$ cat config.mk
export PLATFORM = sky130hd
export DESIGN_NAME = bracketed_list_splitter_top
export DESIGN_NICKNAME = d
export VERILOG_FILES = /design/src/rtl/blsp_pkg.sv /design/src/rtl/blsp_front.sv /design/src/rtl/blsp_queue.sv /design/src/rtl/blsp_back.sv /design/src/rtl/bracketed_list_splitter_top.sv
export SDC_FILE = /design/constraint.sdc
export NUM_CORES = 1
export LEC_CHECK = 0
export BUFFER_PORTS_ARGS = -buffer_cell sky130_fd_sc_hd__buf_4
export CORE_MARGIN = 2
export CORE_UTILIZATION = 47
export CTS_BUF_LIST = sky130_fd_sc_hd__clkbuf_4
export CTS_CLUSTER_DIAMETER = 120
export CTS_CLUSTER_SIZE = 25
export DETAILED_ROUTE_END_ITERATION = 8
export PLACE_DENSITY = 0.63
export SLEW_MARGIN = 10
export SYNTH_ARGS = -nofsm -noshare
export SYNTH_HDL_FRONTEND = slang
export SYNTH_SLANG_ARGS = --single-unit
$ cat constraint.sdc
create_clock -name clk -period 11.36 [get_ports clk]
set_input_delay 0.568 -clock clk [delete_from_list [all_inputs] [get_ports clk]]
set_output_delay 0.568 -clock clk [all_outputs]
set_load 0.1 [all_outputs]
$ cat src/rtl/blsp_pkg.sv
// Shared types, constants and helper functions of the bracketed list splitter.
package blsp_pkg;

  // Sizes
  localparam int POS_BITS   = 16;
  localparam int DEPTH_BITS = 8;
  localparam int SEP_SLOTS  = 4;
  localparam int QDEPTH     = 4;
  localparam int QPTR_BITS  = $clog2(QDEPTH);

  // Configuration register indexes
  localparam logic [2:0] REG_OPEN_TOKEN  = 3'd0;
  localparam logic [2:0] REG_CLOSE_TOKEN = 3'd1;
  localparam logic [2:0] REG_SEP_CHARS   = 3'd2;
  localparam logic [2:0] REG_SEP_COUNT   = 3'd3;
  localparam logic [2:0] REG_EXPECTED    = 3'd4;
  localparam logic [2:0] REG_ALLOW_EMPTY = 3'd5;

  // Result kinds
  localparam logic [1:0] KIND_ITEM  = 2'd0;
  localparam logic [1:0] KIND_OK    = 2'd1;
  localparam logic [1:0] KIND_ERROR = 2'd2;

  // One input request
  typedef struct packed {
    logic [7:0] char_in;
    logic       is_final;
  } in_t;

  // One result
  typedef struct packed {
    logic [1:0]  kind;
    logic [15:0] item_start;
    logic [15:0] item_length;
    logic [15:0] error_offset;
    logic        end_of_run;
  } out_t;

  // Configuration registers
  typedef struct packed {
    logic [7:0]  open_token;
    logic [7:0]  close_token;
    logic [31:0] separator_chars;
    logic [2:0]  separator_count;
    logic [15:0] expected_items;
    logic        allow_empty;
  } cfg_t;

  // Results of one character: one or two
  typedef struct packed {
    logic [1:0] count;
    out_t       r1;
    out_t       r0;
  } rec_t;

  // Blank, tab, CR, LF
  function automatic logic is_space(input logic [7:0] c);
    return (c == 8'd32) || (c == 8'd9) || (c == 8'd13) || (c == 8'd10);
  endfunction

  // Match against the separator slots in use
  function automatic logic is_sep(input logic [7:0] c, input logic [31:0] chars,
                                  input logic [2:0] cnt);
    logic       hit;
    logic [3:0] used;
    hit  = 1'b0;
    used = ({1'b0, cnt} > 4'(SEP_SLOTS)) ? 4'(SEP_SLOTS) : {1'b0, cnt};
    for (int i = 0; i < SEP_SLOTS; i++) begin
      if ((4'(i) < used) && (chars[8*i +: 8] == c)) hit = 1'b1;
    end
    return hit;
  endfunction

endpackage

$ cat src/rtl/blsp_front.sv
// Front part: accepts characters, runs the list parser and builds result records.
module blsp_front
  import blsp_pkg::*;
(
  input  logic clk,
  input  logic rst,
  input  cfg_t cfg,
  input  logic in_valid,
  output logic in_ready,
  input  in_t  in_data,
  input  logic q_full,
  output logic push,
  output rec_t push_rec
);

  localparam logic [2:0] PH_LEAD      = 3'd0;
  localparam logic [2:0] PH_ITEM_LEAD = 3'd1;
  localparam logic [2:0] PH_ITEM      = 3'd2;
  localparam logic [2:0] PH_CLOSE     = 3'd3;
  localparam logic [2:0] PH_TAIL      = 3'd4;

  localparam logic [DEPTH_BITS-1:0] DEPTH_MAX = {DEPTH_BITS{1'b1}};

  // Parser state
  logic [2:0]            phase, phase_next;
  logic [POS_BITS-1:0]   char_position, char_position_next;
  logic [DEPTH_BITS-1:0] nest_depth, nest_depth_next;
  logic [POS_BITS-1:0]   item_begin, item_begin_next;
  logic [POS_BITS-1:0]   last_significant, last_significant_next;
  logic [15:0]           items_seen, items_seen_next;
  logic                  failed, failed_next;
  logic [POS_BITS-1:0]   err_at, err_at_next;

  // Per-character scratch
  logic                  done, end_char;
  logic [POS_BITS-1:0]   len, end_pos;
  logic [1:0]            n;
  out_t                  res0, res1;
  logic                  c_space, c_sep, c_open, c_close;
  logic                  accept;

  assign in_ready = !q_full;
  assign accept   = in_valid && in_ready;

  assign c_space = is_space(in_data.char_in);
  assign c_sep   = is_sep(in_data.char_in, cfg.separator_chars, cfg.separator_count);
  assign c_open  = (cfg.open_token != 8'd0) && (in_data.char_in == cfg.open_token);
  assign c_close = (cfg.close_token != 8'd0) && (in_data.char_in == cfg.close_token);
  assign end_pos = char_position + 1'b1;

  // Parse one character, then the end of the string when it is the last one
  always_comb begin
    phase_next            = phase;
    nest_depth_next       = nest_depth;
    item_begin_next       = item_begin;
    last_significant_next = last_significant;
    items_seen_next       = items_seen;
    failed_next           = failed;
    err_at_next           = err_at;
    char_position_next    = end_pos;
    done                  = 1'b0;
    end_char              = 1'b0;
    len                   = '0;
    n                     = 2'd0;
    res0                  = '0;
    res1                  = '0;

    if (!failed_next) begin
      // Leading spaces and open token
      if (phase_next == PH_LEAD) begin
        if (c_space) begin
          done = 1'b1;
        end else if (cfg.open_token != 8'd0) begin
          if (in_data.char_in == cfg.open_token) phase_next = PH_ITEM_LEAD;
          else begin
            failed_next = 1'b1;
            err_at_next = char_position;
          end
          done = 1'b1;
        end else begin
          phase_next = PH_ITEM_LEAD;
        end
      end
      // Skip leading spaces of an item
      if (!done && phase_next == PH_ITEM_LEAD) begin
        if (c_space) begin
          done = 1'b1;
        end else begin
          item_begin_next       = char_position;
          last_significant_next = char_position;
          nest_depth_next       = '0;
          phase_next            = PH_ITEM;
        end
      end
      // Item body with nesting
      if (!done && phase_next == PH_ITEM) begin
        done = 1'b1;
        if (c_sep) begin
          if (nest_depth_next == '0) end_char = 1'b1;
        end else begin
          if (!c_space && !c_close) last_significant_next = char_position;
          if (c_open) begin
            if (nest_depth_next >= DEPTH_MAX) begin
              failed_next = 1'b1;
              err_at_next = char_position;
            end else begin
              nest_depth_next = nest_depth_next + 1'b1;
            end
          end else if (c_close) begin
            if (nest_depth_next != '0) begin
              last_significant_next = char_position;
              nest_depth_next       = nest_depth_next - 1'b1;
            end else begin
              end_char = 1'b1;
            end
          end
        end
      end
      // Item closed by a separator or close token
      if (end_char) begin
        len = (char_position == item_begin_next) ? '0
            : (last_significant_next + 1'b1 - item_begin_next);
        if (!cfg.allow_empty && len == '0) begin
          failed_next = 1'b1;
          err_at_next = item_begin_next;
        end else begin
          res0 = '{kind: KIND_ITEM, item_start: 16'(item_begin_next),
                   item_length: 16'(len), error_offset: 16'd0, end_of_run: 1'b0};
          n = 2'd1;
          if (items_seen_next != 16'hFFFF) items_seen_next = items_seen_next + 1'b1;
          if (c_close) begin
            if (cfg.expected_items != 16'd0 && items_seen_next != cfg.expected_items) begin
              failed_next = 1'b1;
              err_at_next = char_position;
            end else begin
              phase_next = PH_TAIL;
            end
          end else if (cfg.expected_items != 16'd0 &&
                       items_seen_next >= cfg.expected_items) begin
            phase_next = (cfg.close_token != 8'd0) ? PH_CLOSE : PH_TAIL;
          end else begin
            phase_next = PH_ITEM_LEAD;
          end
        end
      end
      // Close token after the full count, then trailing spaces
      if (!done && phase_next == PH_CLOSE) begin
        if (c_close) phase_next = PH_TAIL;
        else begin
          failed_next = 1'b1;
          err_at_next = char_position;
        end
      end else if (!done && phase_next == PH_TAIL) begin
        if (!c_space) begin
          failed_next = 1'b1;
          err_at_next = char_position;
        end
      end
    end

    // End of the string
    if (in_data.is_final) begin
      if (!failed_next) begin
        unique case (phase_next) inside
          PH_LEAD, PH_ITEM_LEAD: begin
            if (phase_next == PH_LEAD && cfg.open_token != 8'd0) begin
              failed_next = 1'b1;
              err_at_next = end_pos;
            end else begin
              item_begin_next = end_pos;
              if (!cfg.allow_empty) begin
                failed_next = 1'b1;
                err_at_next = end_pos;
              end else begin
                if (n == 2'd0) begin
                  res0 = '{kind: KIND_ITEM, item_start: 16'(end_pos), item_length: 16'd0,
                           error_offset: 16'd0, end_of_run: 1'b0};
                  n = 2'd1;
                end
                if (items_seen_next != 16'hFFFF) items_seen_next = items_seen_next + 1'b1;
                if ((cfg.expected_items != 16'd0 && items_seen_next != cfg.expected_items) ||
                    cfg.close_token != 8'd0) begin
                  failed_next = 1'b1;
                  err_at_next = end_pos;
                end
              end
            end
          end
          PH_ITEM: begin
            if (nest_depth_next != '0) begin
              failed_next = 1'b1;
              err_at_next = end_pos;
            end else begin
              len = last_significant_next + 1'b1 - item_begin_next;
              if (!cfg.allow_empty && len == '0) begin
                failed_next = 1'b1;
                err_at_next = item_begin_next;
              end else begin
                res0 = '{kind: KIND_ITEM, item_start: 16'(item_begin_next),
                         item_length: 16'(len), error_offset: 16'd0, end_of_run: 1'b0};
                n = 2'd1;
                if (items_seen_next != 16'hFFFF) items_seen_next = items_seen_next + 1'b1;
                if ((cfg.expected_items != 16'd0 && items_seen_next != cfg.expected_items) ||
                    cfg.close_token != 8'd0) begin
                  failed_next = 1'b1;
                  err_at_next = end_pos;
                end
              end
            end
          end
          PH_CLOSE: begin
            failed_next = 1'b1;
            err_at_next = end_pos;
          end
          default: ;
        endcase
      end

      // Status result
      if (n == 2'd0) begin
        res0 = '{kind: failed_next ? KIND_ERROR : KIND_OK, item_start: 16'd0,
                 item_length: 16'd0,
                 error_offset: failed_next ? 16'(err_at_next) : 16'd0, end_of_run: 1'b1};
      end else begin
        res1 = '{kind: failed_next ? KIND_ERROR : KIND_OK, item_start: 16'd0,
                 item_length: 16'd0,
                 error_offset: failed_next ? 16'(err_at_next) : 16'd0, end_of_run: 1'b1};
      end
      n = n + 2'd1;

      // Restart for the next string
      phase_next            = PH_LEAD;
      char_position_next    = '0;
      nest_depth_next       = '0;
      item_begin_next       = '0;
      last_significant_next = '0;
      items_seen_next       = '0;
      failed_next           = 1'b0;
      err_at_next           = '0;
    end
  end

  assign push     = accept && (n != 2'd0);
  assign push_rec = '{count: n, r1: res1, r0: res0};

  // State registers
  always_ff @(posedge clk) begin
    if (rst) begin
      phase            <= PH_LEAD;
      char_position    <= '0;
      nest_depth       <= '0;
      item_begin       <= '0;
      last_significant <= '0;
      items_seen       <= '0;
      failed           <= 1'b0;
      err_at           <= '0;
    end else if (accept) begin
      phase            <= phase_next;
      char_position    <= char_position_next;
      nest_depth       <= nest_depth_next;
      item_begin       <= item_begin_next;
      last_significant <= last_significant_next;
      items_seen       <= items_seen_next;
      failed           <= failed_next;
      err_at           <= err_at_next;
    end
  end

endmodule

$ cat src/rtl/blsp_queue.sv
// Short queue of result records between the parser and the output sequencer.
module blsp_queue
  import blsp_pkg::*;
(
  input  logic clk,
  input  logic rst,
  input  logic push,
  input  rec_t push_rec,
  output logic full,
  input  logic pop,
  output logic empty,
  output rec_t head
);

  rec_t                 entries [QDEPTH];
  logic [QPTR_BITS-1:0] wr_ptr, rd_ptr;
  logic [QPTR_BITS:0]   count;

  assign full  = (count == (QPTR_BITS+1)'(QDEPTH));
  assign empty = (count == '0);
  assign head  = entries[rd_ptr];

  // Storage
  always_ff @(posedge clk) begin
    if (push) entries[wr_ptr] <= push_rec;
  end

  // Pointers and fill count
  always_ff @(posedge clk) begin
    if (rst) begin
      wr_ptr <= '0;
      rd_ptr <= '0;
      count  <= '0;
    end else begin
      if (push) wr_ptr <= wr_ptr + 1'b1;
      if (pop)  rd_ptr <= rd_ptr + 1'b1;
      if (push && !pop)      count <= count + 1'b1;
      else if (pop && !push) count <= count - 1'b1;
    end
  end

endmodule

$ cat src/rtl/blsp_back.sv
// Back part: sends the one or two results of each queued record in order.
module blsp_back
  import blsp_pkg::*;
(
  input  logic clk,
  input  logic rst,
  input  logic empty,
  input  rec_t head,
  output logic pop,
  output logic out_valid,
  input  logic out_ready,
  output out_t out_data
);

  logic sel;
  logic last;

  assign out_valid = !empty;
  assign out_data  = sel ? head.r1 : head.r0;
  assign last      = sel || (head.count == 2'd1);
  assign pop       = out_valid && out_ready && last;

  // Which result of the head record is shown
  always_ff @(posedge clk) begin
    if (rst) begin
      sel <= 1'b0;
    end else if (out_valid && out_ready) begin
      sel <= !last;
    end
  end

endmodule

$ cat src/rtl/bracketed_list_splitter_top.sv
// Top level of the bracketed list splitter: configuration registers and the three parts.
//
//  channel  direction  handshake              payload
//  in       input      in_valid / in_ready    in_data   (char_in, is_final)
//  out      output     out_valid / out_ready  out_data  (kind, item_start, item_length,
//                                                         error_offset, end_of_run)
//  cfg      input      cfg_we                 cfg_index, cfg_data
//
// One character is parsed per cycle in the front part while the queue has room; a
// character may yield one or two results, and the back part sends one result per cycle
// while out_ready is high. A four-record queue parts the sides; in_ready drops only when
// it is full. Synchronous reset restores the register defaults and restarts the parser.
module bracketed_list_splitter_top
  import blsp_pkg::*;
(
  input  logic        clk,
  input  logic        rst,
  input  logic        in_valid,
  output logic        in_ready,
  input  in_t         in_data,
  output logic        out_valid,
  input  logic        out_ready,
  output out_t        out_data,
  input  logic        cfg_we,
  input  logic [2:0]  cfg_index,
  input  logic [31:0] cfg_data
);

  cfg_t cfg;
  logic q_full, q_empty, push, pop;
  rec_t push_rec, head;

  // Configuration registers
  always_ff @(posedge clk) begin
    if (rst) begin
      cfg.open_token      <= 8'd40;
      cfg.close_token     <= 8'd41;
      cfg.separator_chars <= 32'd44;
      cfg.separator_count <= 3'd1;
      cfg.expected_items  <= 16'd0;
      cfg.allow_empty     <= 1'b0;
    end else if (cfg_we) begin
      unique case (cfg_index)
        REG_OPEN_TOKEN:  cfg.open_token      <= cfg_data[7:0];
        REG_CLOSE_TOKEN: cfg.close_token     <= cfg_data[7:0];
        REG_SEP_CHARS:   cfg.separator_chars <= cfg_data;
        REG_SEP_COUNT:   cfg.separator_count <= cfg_data[2:0];
        REG_EXPECTED:    cfg.expected_items  <= cfg_data[15:0];
        REG_ALLOW_EMPTY: cfg.allow_empty     <= cfg_data[0];
        default: ;
      endcase
    end
  end

  blsp_front u_front (
    .clk      (clk),
    .rst      (rst),
    .cfg      (cfg),
    .in_valid (in_valid),
    .in_ready (in_ready),
    .in_data  (in_data),
    .q_full   (q_full),
    .push     (push),
    .push_rec (push_rec)
  );

  blsp_queue u_queue (
    .clk      (clk),
    .rst      (rst),
    .push     (push),
    .push_rec (push_rec),
    .full     (q_full),
    .pop      (pop),
    .empty    (q_empty),
    .head     (head)
  );

  blsp_back u_back (
    .clk       (clk),
    .rst       (rst),
    .empty     (q_empty),
    .head      (head),
    .pop       (pop),
    .out_valid (out_valid),
    .out_ready (out_ready),
    .out_data  (out_data)
  );

endmodule

==> out/results.tsv, run 1 <==
stage	metric	value	unit
status	status	finished clean	
floorplanning	rows	86	
grt	grt_pass1_wl	122000	um
grt	grt_busiest_layer	met2	
sta	fmaxAchievable	93.9	MHz
floorplanning	ioPinCount	102	
clock_network	clockBufferDepth	3	
sta	worst_pin_slew	1.19	ns
clock_network	cts.sinks	454	
routing	route.detailed.drc	0	
power_and_ir_drop	p_per_area	138	mW/mm^2
worst_setup_path	crit_path_end_kind	flip-flop	
clock_network	path_clk_slew	0.28	ns
worst_setup_path	cp.required	11.97	ns
final_layout	seqCellArea	0.0119	sq mm
routing	drt_iter0_markers	2025	
worst_setup_path	reg2reg_to	u_queue.entries[1][12]$_DFFE_PP_	
placement	post-place-cells	3317	
grt	grtUsageMet2	0.447	
grt	met3_usage	0.0287	
final_layout	fin_cells	3393	
worst_setup_path	worst-path-buf-inv	5	
placement	numPortBuffers	101	
grt	grt_pass1_vias	20100	
floorplanning	die-area	0.0578	sq mm
clock_network	cts_buffers	22	
worst_setup_path	worst_path_max_delay_cell	or4_1	
worst_setup_path	regToRegSetupSlack	0.71	ns
synth	ys_top_cells_by_area	edfxtp_1 (32%), dfxtp_1 (13%), mux4_2 (6.1%)	
final_layout	multiInputGateArea	0.0134	sq mm
floorplanning	coreArea	0.0552	sq mm
sta	drv_slew	0	
sta	fin_skew	0.111	ns
sta	fin_crit_sh	0.937	
worst_setup_path	cp.depth	40	
synth	synth_nets	2739	
clock_network	root_buffer	clkbuf_4	
routing	drt-wirelength-per-cell	23.6	um
grt	grt.total_usage	0.273	
final_layout	final_util	0.513	
sta	setup_viol	0	
final_layout	areaGrowthSynthToFinish	7.86	%
synth	yosys.area.top_type	edfxtp_1	
power_and_ir_drop	p_leak	9.91	nW
synth	synth_area	0.0263	sq mm
floorplanning	dieWidth	240	um
synth	ys_warn_count	0	
synth	synth_top_area_frac	0.325	
synth	synth_ff_type	edfxtp_1	
sta	rsz0062_at_grt	false	
grt	antenna_found_initial	3	
sta	whs	0.100	ns
min_path	hold_start	in_valid	
worst_setup_path	worstPathMaxFanout	26	
sta	relSlewSlack	0.206	
min_path	hp-class	in2reg	
final_layout	layout-drive-gt1-share	0.137	
final_layout	fin_nets	2768	
min_path	hold_end	u_front.items_seen[1]$_SDFFE_PP0P_	
job	cap_viol_max_count	0	
worst_setup_path	max_stage_delay	0.57	ns
sta	period_needed	10.65	ns
routing	routed-via-count	21100	
min_path	hold_path_depth	4	
power_and_ir_drop	vdd_drop_max	0.176	mV
worst_setup_path	critPathMostFrequentCell	ha_1	
synth	yosysSeqAreaShare	0.454	
grt	grt_max_degree	98	
synth	synth.distinct_cells	92	
worst_setup_path	r2r-start	cfg[60]$_SDFFE_PP0P_	
routing	dr.pass1.iters	5	
synth	synth-seq-cells	454	
sta	hold_viol_final	0	
clock_network	cts_tree	yes	
power_and_ir_drop	p_total	3.92	mW
clock_network	clk-insertion-delay-late	0.94	ns
worst_setup_path	rr_worst_depth	40	
routing	viasPerCell	6.22	
worst_setup_path	criticalPathCategory	reg2reg	
floorplanning	start_util	0.476	
routing	postRouteWirelength	79900	um
worst_setup_path	path_delay_family	simple AND/OR/NAND/NOR gates	
synth	synth-edff-count	284	
worst_setup_path	start_kind	flip-flop	
grt	grtUsageMet1	0.378	
placement	hpwlAfterDp	56500	um
placement	gp_congestion	0.922	
clock_network	htree_levels	1	
synth	synthArstFlopShare	0	
synth	avgSynthCellArea	10.1	sq um
sta	setup_tns	0	ns
synth	synthCells	2602	
grt	overflow	0	
worst_setup_path	cp.arrival	11.26	ns
routing	ant_nets	0	
floorplanning	die_h	240	um
final_layout	fillCellCount	5024	
area by class of cell:
cell class | instances | share of cell area
antenna | 1 | 0.0000883
timing repair buffer | 180 | 0.0512
clock inverter | 3 | 0.00194
sequential | 454 | 0.422
tap | 748 | 0.0330
clock buffer | 34 | 0.00901
inverter | 76 | 0.0101
multi-input combinational | 1897 | 0.473
where the power goes:
group | switching [mW] | total, mW | internal (mW) | leakage (nW)
clock network | 0.507 | 0.670 | 0.162 | 0.184
logic | 1.03 | 1.40 | 0.364 | 5.71
registers | 0.0421 | 1.85 | 1.81 | 4.01
routing by layer:
metal | wire [um] | part of all wire
met1 | 34800 | 0.44
met2 | 37600 | 0.47
met3 | 4400 | 0.055
met4 | 3060 | 0.038
met5 | 22 | 0.00028
cell usage in the layout (no fill, tap or decap), types with 75 or more instances in the layout:
| master | netlist | routed |
|---|---|---|
| edfxtp_1 | 284 | 284 |
| nand2_1 | 283 | 282 |
| nor2_1 | 248 | 245 |
| a21oi_1 | 172 | 171 |
| dfxtp_1 | 170 | 167 |
| buf_4 | 3 | 145 |
| o21ai_0 | 115 | 115 |
| xnor2_1 | 95 | 94 |
| ha_1 | 85 | 85 |
| inv_1 | 76 | 76 |
| a22oi_1 | 75 | 75 |
cells in the mapped netlist (all sizes together) (7+ instances only):
cell / n
ha: 85
nor4: 22
a21o: 21
and2: 16
mux2: 64
a211o: 7
o211ai: 14
nor2: 249
inv: 76
xnor2: 95
nand2: 283
o31ai: 14
nand3b: 13
nor2b: 48
edfxtp: 284
nand3: 43
xor2: 47
a22oi: 75
o21a: 12
clkbuf: 141
a32oi: 11
a211oi: 25
buf: 34
dfxtp: 170
and3: 35
or2: 11
nor3: 50
a22o: 8
a21oi: 173
nand2b: 15
mux2i: 49
or3: 25
a31oi: 22
mux4: 71
o22ai: 36
nand4: 27
o21ai: 118
logic make-up after synthesis:
family | Yosys count | share of synthesized area
muxes | 184 | 0.107
adders and majority gates | 88 | 0.0428
AOI/OAI and AO/OA | 616 | 0.154
buffers and inverters | 251 | 0.0377
and+or+nand+nor | 864 | 0.154
DFF | 454 | 0.454
xor gates and xnor gates | 145 | 0.0499
tightest hold or removal path, delay by kind of cell:
family	cells	cell delay, ns
buf+inv	1	0.11
simple gates	2	0.23
compound gates	1	0.12
worst max-delay path by stage:
stage                    startpoint                          endpoint  slack (ns)
2_1_floorplan            in_data[2]   u_queue.entries[0][6]$_DFFE_PP_        1.53
3_3_place_gp             in_data[2]  u_queue.entries[0][14]$_DFFE_PP_        0.25
3_5_place_dp             in_data[2]  u_queue.entries[0][12]$_DFFE_PP_       -0.11
4_1_cts        cfg[60]$_SDFFE_PP0P_  u_queue.entries[1][12]$_DFFE_PP_        0.30
5_1_grt        cfg[60]$_SDFFE_PP0P_  u_queue.entries[3][14]$_DFFE_PP_        0.05
6_report       cfg[60]$_SDFFE_PP0P_  u_queue.entries[1][12]$_DFFE_PP_        0.71
registers in the layout (all words and copies together), names as in the netlist, 2 cells and up, named ones only:
signal,flops
u_queue.entries,284
cfg,68
u_front.char_position,16
u_front.err_at,16
u_front.item_begin,16
u_front.items_seen,16
u_front.last_significant,16
u_front.nest_depth,8
u_front.phase,3
u_queue.count,3
u_queue.rd_ptr,2
u_queue.wr_ptr,2
stage by stage:
step                      worst slack [ns]  instance area, sq um
after global routing                0.0483                 28300
after CTS                            0.304                 28300
after detailed placement            -0.112                 27600
after floorplan                       1.53                 26300
final                                0.715                 28300
after global placement               0.246                 27600
repair_timing:
item | in CTS | in global routing
resized for setup | 1 | 4
buffers inserted | 0 | 4
setup endpoints to repair | 20 | 129
endpoints found under the hold margin | 68 | 0
pin swaps | 0 | 2
hold buffers | 34 | 0
(Power assumes the default switching activity.)
==> inputs of run 2 (changes only) <==
--- a/config.mk
+++ b/config.mk
@@ -7,12 +7,12 @@
 export LEC_CHECK = 0
 export BUFFER_PORTS_ARGS = -buffer_cell sky130_fd_sc_hd__buf_4
 export CORE_MARGIN = 2
-export CORE_UTILIZATION = 47
+export CORE_UTILIZATION = 33
 export CTS_BUF_LIST = sky130_fd_sc_hd__clkbuf_4
 export CTS_CLUSTER_DIAMETER = 120
 export CTS_CLUSTER_SIZE = 25
 export DETAILED_ROUTE_END_ITERATION = 8
-export PLACE_DENSITY = 0.63
+export PLACE_DENSITY = 0.48
 export SLEW_MARGIN = 10
 export SYNTH_ARGS = -nofsm -noshare
 export SYNTH_HDL_FRONTEND = slang
==> out/results.tsv, run 2 (synthesis gave the netlist of run 1 again) <==
stage	metric	value	unit
status	status	finished clean	
sta	relSlewSlack	0.153	
grt	grt_max_degree	86	
floorplanning	start_util	0.333	
final_layout	final_cell_mix	edfxtp_1 (284), nand2_1 (282), nor2_1 (245)	
worst_setup_path	cp.required	11.99	ns
sta	period_needed	10.67	ns
clock_network	cts_buffers	23	
worst_setup_path	worst_path_max_delay_cell	a222oi_1	
sta	worst_pin_slew	1.25	ns
grt	grt.total_usage	0.200	
routing	ant_nets	0	
power_and_ir_drop	p_leak	9.90	nW
routing	viasPerCell	5.67	
final_layout	regMostFlops	u_queue.entries	
power_and_ir_drop	swShare	0.406	
power_and_ir_drop	vdd_drop_max	0.103	mV
floorplanning	die_h	286	um
routing	routed-via-count	20900	
min_path	hp-class	in2reg	
worst_setup_path	crit_path_end_kind	flip-flop	
clock_network	root_buffer	clkbuf_4	
placement	pre_cts_ws	0.484	ns
worst_setup_path	max_stage_delay	0.70	ns
final_layout	final_common_cell	edfxtp_1	
final_layout	fin_nets	2765	
clock_network	clockBufferDepth	3	
floorplanning	die-area	0.0819	sq mm
placement	numPortBuffers	101	
job	cap_viol_max_count	0	
sta	fmaxAchievable	93.7	MHz
floorplanning	dieWidth	286	um
worst_setup_path	path_delay_family	simple AND/OR/NAND/NOR gates	
placement	post-place-cells	3620	
sta	drv_slew	0	
power_and_ir_drop	p_sw	1.59	mW
grt	grt_pass1_vias	20300	
sta	hold_viol_final	0	
routing	route.detailed.drc	0	
worst_setup_path	start_kind	flip-flop	
clock_network	cts_tree	yes	
grt	overflow	0	
clock_network	path_clk_slew	0.25	ns
floorplanning	coreArea	0.0789	sq mm
worst_setup_path	critPathMostFrequentCell	ha_1	
routing	postRouteWirelength	84000	um
power_and_ir_drop	comb_power_share	0.355	
worst_setup_path	criticalPathCategory	reg2reg	
sta	setup_viol	0	
final_layout	top_regs	u_queue.entries x284, cfg x68	
clock_network	htree_levels	1	
routing	dr.pass1.iters	8	
floorplanning	rows	103	
final_layout	layout-drive-gt1-share	0.138	
power_and_ir_drop	p_total	3.93	mW
floorplanning	ioPinCount	102	
worst_setup_path	worstPathMaxFanout	16	
sta	setup_tns	0	ns
power_and_ir_drop	p_per_area	137	mW/mm^2
routing	drt-wirelength-per-cell	22.7	um
clock_network	cts_setup_buffers	0	
clock_network	clk-insertion-delay-late	0.90	ns
final_layout	areaGrowthSynthToFinish	9.23	%
clock_network	cts.sinks	454	
final_layout	fin_cells	3696	
worst_setup_path	worst-path-buf-inv	5	
power_and_ir_drop	power.share.clock	0.172	
sta	fin_ws	0.688	ns
placement	hpwlAfterDp	60000	um
sta	fin_skew	0.0919	ns
routing	drt_iter0_markers	1960	
worst_setup_path	cp.arrival	11.31	ns
power_and_ir_drop	pwr-share-seq	0.472	
placement	gp_congestion	0.908	
power_and_ir_drop	power.internal	2.33	mW
sta	fin_crit_sh	0.939	
final_layout	fillCellCount	8009	
final_layout	largest_register_ff_count	284	
grt	antenna_found_initial	3	
grt	grt_pass1_wl	127000	um
-- run 2: cell type report --
type	count	area (sq um)	area share
Sequential cell	454	11900	0.416
Multi-Input combinational cell	1897	13400	0.467
Inverter	76	285	0.00995
Timing Repair Buffer	176	1400	0.0489
Clock buffer	34	255	0.00890
Tap cell	1050	1310	0.0458
Antenna cell	2	5.00	0.000174
Clock inverter	7	78.8	0.00275
-- run 2: worst paths after layout --
path	from	to	slack, ns	cells after the start
worst max-delay path	cfg[60]$_SDFFE_PP0P_	u_queue.entries[1][67]$_DFFE_PP_	0.69	40
worst min-delay path	cfg_index[1]	cfg[54]$_SDFFE_PP0P_	0.09	4
worst max register to register	cfg[60]$_SDFFE_PP0P_	u_queue.entries[1][67]$_DFFE_PP_	0.69	40
worst min register to register	cfg[45]$_SDFFE_PP0P_	cfg[45]$_SDFFE_PP0P_	0.49	2
-- run 2: what timing repair did --
| action | 4_1_cts | 5_1_grt |
|---|---|---|
| hold endpoints to repair | 68 | 0 |
| setup endpoints to repair | 0 | 8 |
| gates resized for setup | 0 | 6 |
| hold buffers | 33 | 0 |
-- run 2: routing by layer --
metal / vias up / GRT usage / share of wire
li1: 9695 / - / -
met1: 10500 / 0.277 / 0.45
met2: 643 / 0.340 / 0.48
met3: 116 / 0.0176 / 0.047
met4: 8 / 0.0458 / 0.022
met5: - / 0 / 0.00058
-- run 2: through the flow --
stage	cell area, sq um	hold WS, ns	utilization
after floorplan	26300	0.448	-
after CTS	28600	0.000748	0.363
after global placement	28000	0.455	0.355
after detailed placement	28000	0.460	0.355
after global routing	28700	0.0315	0.364
final	28700	0.0886	0.364
-- run 2: power groups by stage --
stage	sequential [mW]	combinational (mW)	clock, mW
2_1_floorplan	1.86	1.10	0
3_3_place_gp	1.89	1.40	0
3_5_place_dp	1.89	1.41	0
4_1_cts	1.86	1.42	0.712
5_1_grt	1.86	1.46	0.761
6_report	1.85	1.40	0.677
-- run 2: worst reg2reg max path: cells and delay by family, from the launching register on --
kind / cells / cell delay, ns
AOI/OAI and AO/OA: 12 / 3.02
adders and majority gates: 5 / 1.42
buffers and inverters: 5 / 0.97
DFF: 1 / 0.39
muxes: 3 / 0.98
and+or+nand+nor: 15 / 3.66
==> inputs of run 3 (changes only) <==
--- a/config.mk
+++ b/config.mk
@@ -6,7 +6,7 @@
 export NUM_CORES = 1
 export LEC_CHECK = 0
 export BUFFER_PORTS_ARGS = -buffer_cell sky130_fd_sc_hd__buf_4
-export CORE_MARGIN = 2
+export CORE_MARGIN = 8
 export CORE_UTILIZATION = 33
 export CTS_BUF_LIST = sky130_fd_sc_hd__clkbuf_4
 export CTS_CLUSTER_DIAMETER = 120
==> out/results.tsv, run 3 (synthesis gave the netlist of run 1 again) <==
stage	metric	value	unit
status	status	finished clean	
worst_setup_path	start_kind	flip-flop	
worst_setup_path	criticalPathCategory	reg2reg	
placement	numPortBuffers	101	
clock_network	path_clk_slew	0.25	ns
final_layout	final_cell_mix	edfxtp_1 (284), nand2_1 (282), nor2_1 (245)	
final_layout	areaGrowthSynthToFinish	9.59	%
final_layout	top_regs	u_queue.entries x284, cfg x68	
grt	grt_pass1_wl	129000	um
worst_setup_path	critPathMostFrequentCell	ha_1	
job	cap_viol_max_count	0	
sta	setup_viol	0	
clock_network	cts_tree	yes	
worst_setup_path	cp.arrival	11.31	ns
routing	drt_iter0_markers	1661	
routing	routed-via-count	20900	
floorplanning	coreArea	0.0789	sq mm
worst_setup_path	max_stage_delay	0.56	ns
worst_setup_path	worstPathMaxFanout	16	
placement	hpwlAfterDp	60400	um
routing	ant_nets	0	
sta	setup_tns	0	ns
clock_network	cts_setup_buffers	0	
grt	grt.total_usage	0.182	
routing	route.detailed.drc	0	
routing	postRouteWirelength	84800	um
final_layout	layout-drive-gt1-share	0.139	
clock_network	clockBufferDepth	3	
final_layout	fin_nets	2773	
sta	relSlewSlack	0.205	
clock_network	root_buffer	clkbuf_4	
power_and_ir_drop	p_leak	9.95	nW
worst_setup_path	crit_path_end_kind	flip-flop	
routing	dr.pass1.iters	8	
sta	drv_slew	0	
sta	rsz0062_at_grt	false	
final_layout	largest_register_ff_count	284	
final_layout	fin_cells	3708	
clock_network	cts.sinks	454	
worst_setup_path	worst_path_max_delay_cell	or4_4	
min_path	hold_start	cfg_index[2]	
routing	drt-wirelength-per-cell	22.9	um
sta	period_needed	10.64	ns
clock_network	htree_levels	1	
placement	pre_cts_ws	0.580	ns
min_path	hold_path_depth	6	
worst_setup_path	rr_worst_depth	40	
grt	grt_max_degree	95	
worst_setup_path	cp.depth	40	
sta	worst_pin_slew	1.19	ns
sta	fin_crit_sh	0.936	
placement	gp_congestion	0.908	
routing	viasPerCell	5.63	
sta	hold_viol_final	0	
power_and_ir_drop	p_per_area	138	mW/mm^2
floorplanning	dieWidth	298	um
final_layout	seqCellArea	0.0119	sq mm
clock_network	clk-insertion-delay-late	0.94	ns
sta	fin_skew	0.128	ns
floorplanning	die_h	298	um
final_layout	fillCellCount	8004	
grt	grt_pass1_vias	20600	
sta	fin_ws	0.722	ns
floorplanning	die-area	0.0889	sq mm
sta	fmaxAchievable	94.0	MHz
worst_setup_path	crit_start	cfg[64]$_SDFFE_PP0P_	
grt	antenna_found_initial	3	
grt	overflow	0	
power_and_ir_drop	vdd_drop_max	0.107	mV
worst_setup_path	path_delay_family	simple AND/OR/NAND/NOR gates	
floorplanning	rows	103	
clock_network	cts_buffers	25	
worst_setup_path	worst-path-buf-inv	5	
power_and_ir_drop	p_total	3.98	mW
floorplanning	ioPinCount	102	
final_layout	final_common_cell	edfxtp_1	
final_layout	regMostFlops	u_queue.entries	
worst_setup_path	r2r-start	cfg[64]$_SDFFE_PP0P_	
floorplanning	start_util	0.333	
final_layout	multiInputGateArea	0.0134	sq mm
min_path	hp-class	in2reg	
placement	post-place-cells	3622	
worst_setup_path	cp.required	12.03	ns
run 3: repair_timing:
item	CTS	global route
endpoints found under the hold margin	69	0
setup endpoints to repair	0	8
hold buffers	37	0
resized for setup	0	2
run 3: routing by layer:
layer	part of all wire	vias up	wire (um)	track usage
li1	-	9688	-	-
met1	0.45	10400	37900	0.247
met2	0.48	631	40500	0.309
met3	0.050	122	4250	0.0202
met4	0.026	0	2180	0.0474
met5	0	-	0	0
run 3: power by group:
| part | internal [mW] | switching (mW) |
|---|---|---|
| combinational | 0.365 | 1.04 |
| sequential | 1.81 | 0.0416 |
| clock | 0.169 | 0.562 |
run 3: worst min-delay path, delay by kind of cell:
| family | cells | cell delay (ns) |
|---|---|---|
| AO/OA/AOI/OAI | 1 | 0.05 |
| buffers and inverters | 1 | 0.10 |
| AND/OR/NAND/NOR | 4 | 0.29 |
run 3: path summary, 6_finish.rpt:
check	endpoint	slack (ns)
worst max register to register	u_queue.entries[0][67]$_DFFE_PP_	0.72
worst min-delay path	cfg[30]$_SDFFE_PP0P_	0.09
worst min register to register	cfg[48]$_SDFFE_PP0P_	0.49
worst max-delay path	u_queue.entries[0][67]$_DFFE_PP_	0.72
run 3: cell type report:
| cell class | count | share of cell area |
|---|---|---|
| Multi-Input combinational cell | 1897 | 0.465 |
| Sequential cell | 454 | 0.415 |
| Timing Repair Buffer | 182 | 0.0507 |
| Tap cell | 1050 | 0.0457 |
| Inverter | 76 | 0.00991 |
| Clock buffer | 36 | 0.00939 |
| Clock inverter | 9 | 0.00430 |
| Antenna cell | 4 | 0.000348 |
run 3: per-stage QoR:
step | hold WS, ns | utilization | area [sq um]
3_3_place_gp | 0.458 | 0.355 | 28000
6_report | 0.0885 | 0.365 | 28800
4_1_cts | 0.0199 | 0.365 | 28800
3_5_place_dp | 0.462 | 0.355 | 28000
5_1_grt | 0.0630 | 0.365 | 28800
2_1_floorplan | 0.448 | - | 26300
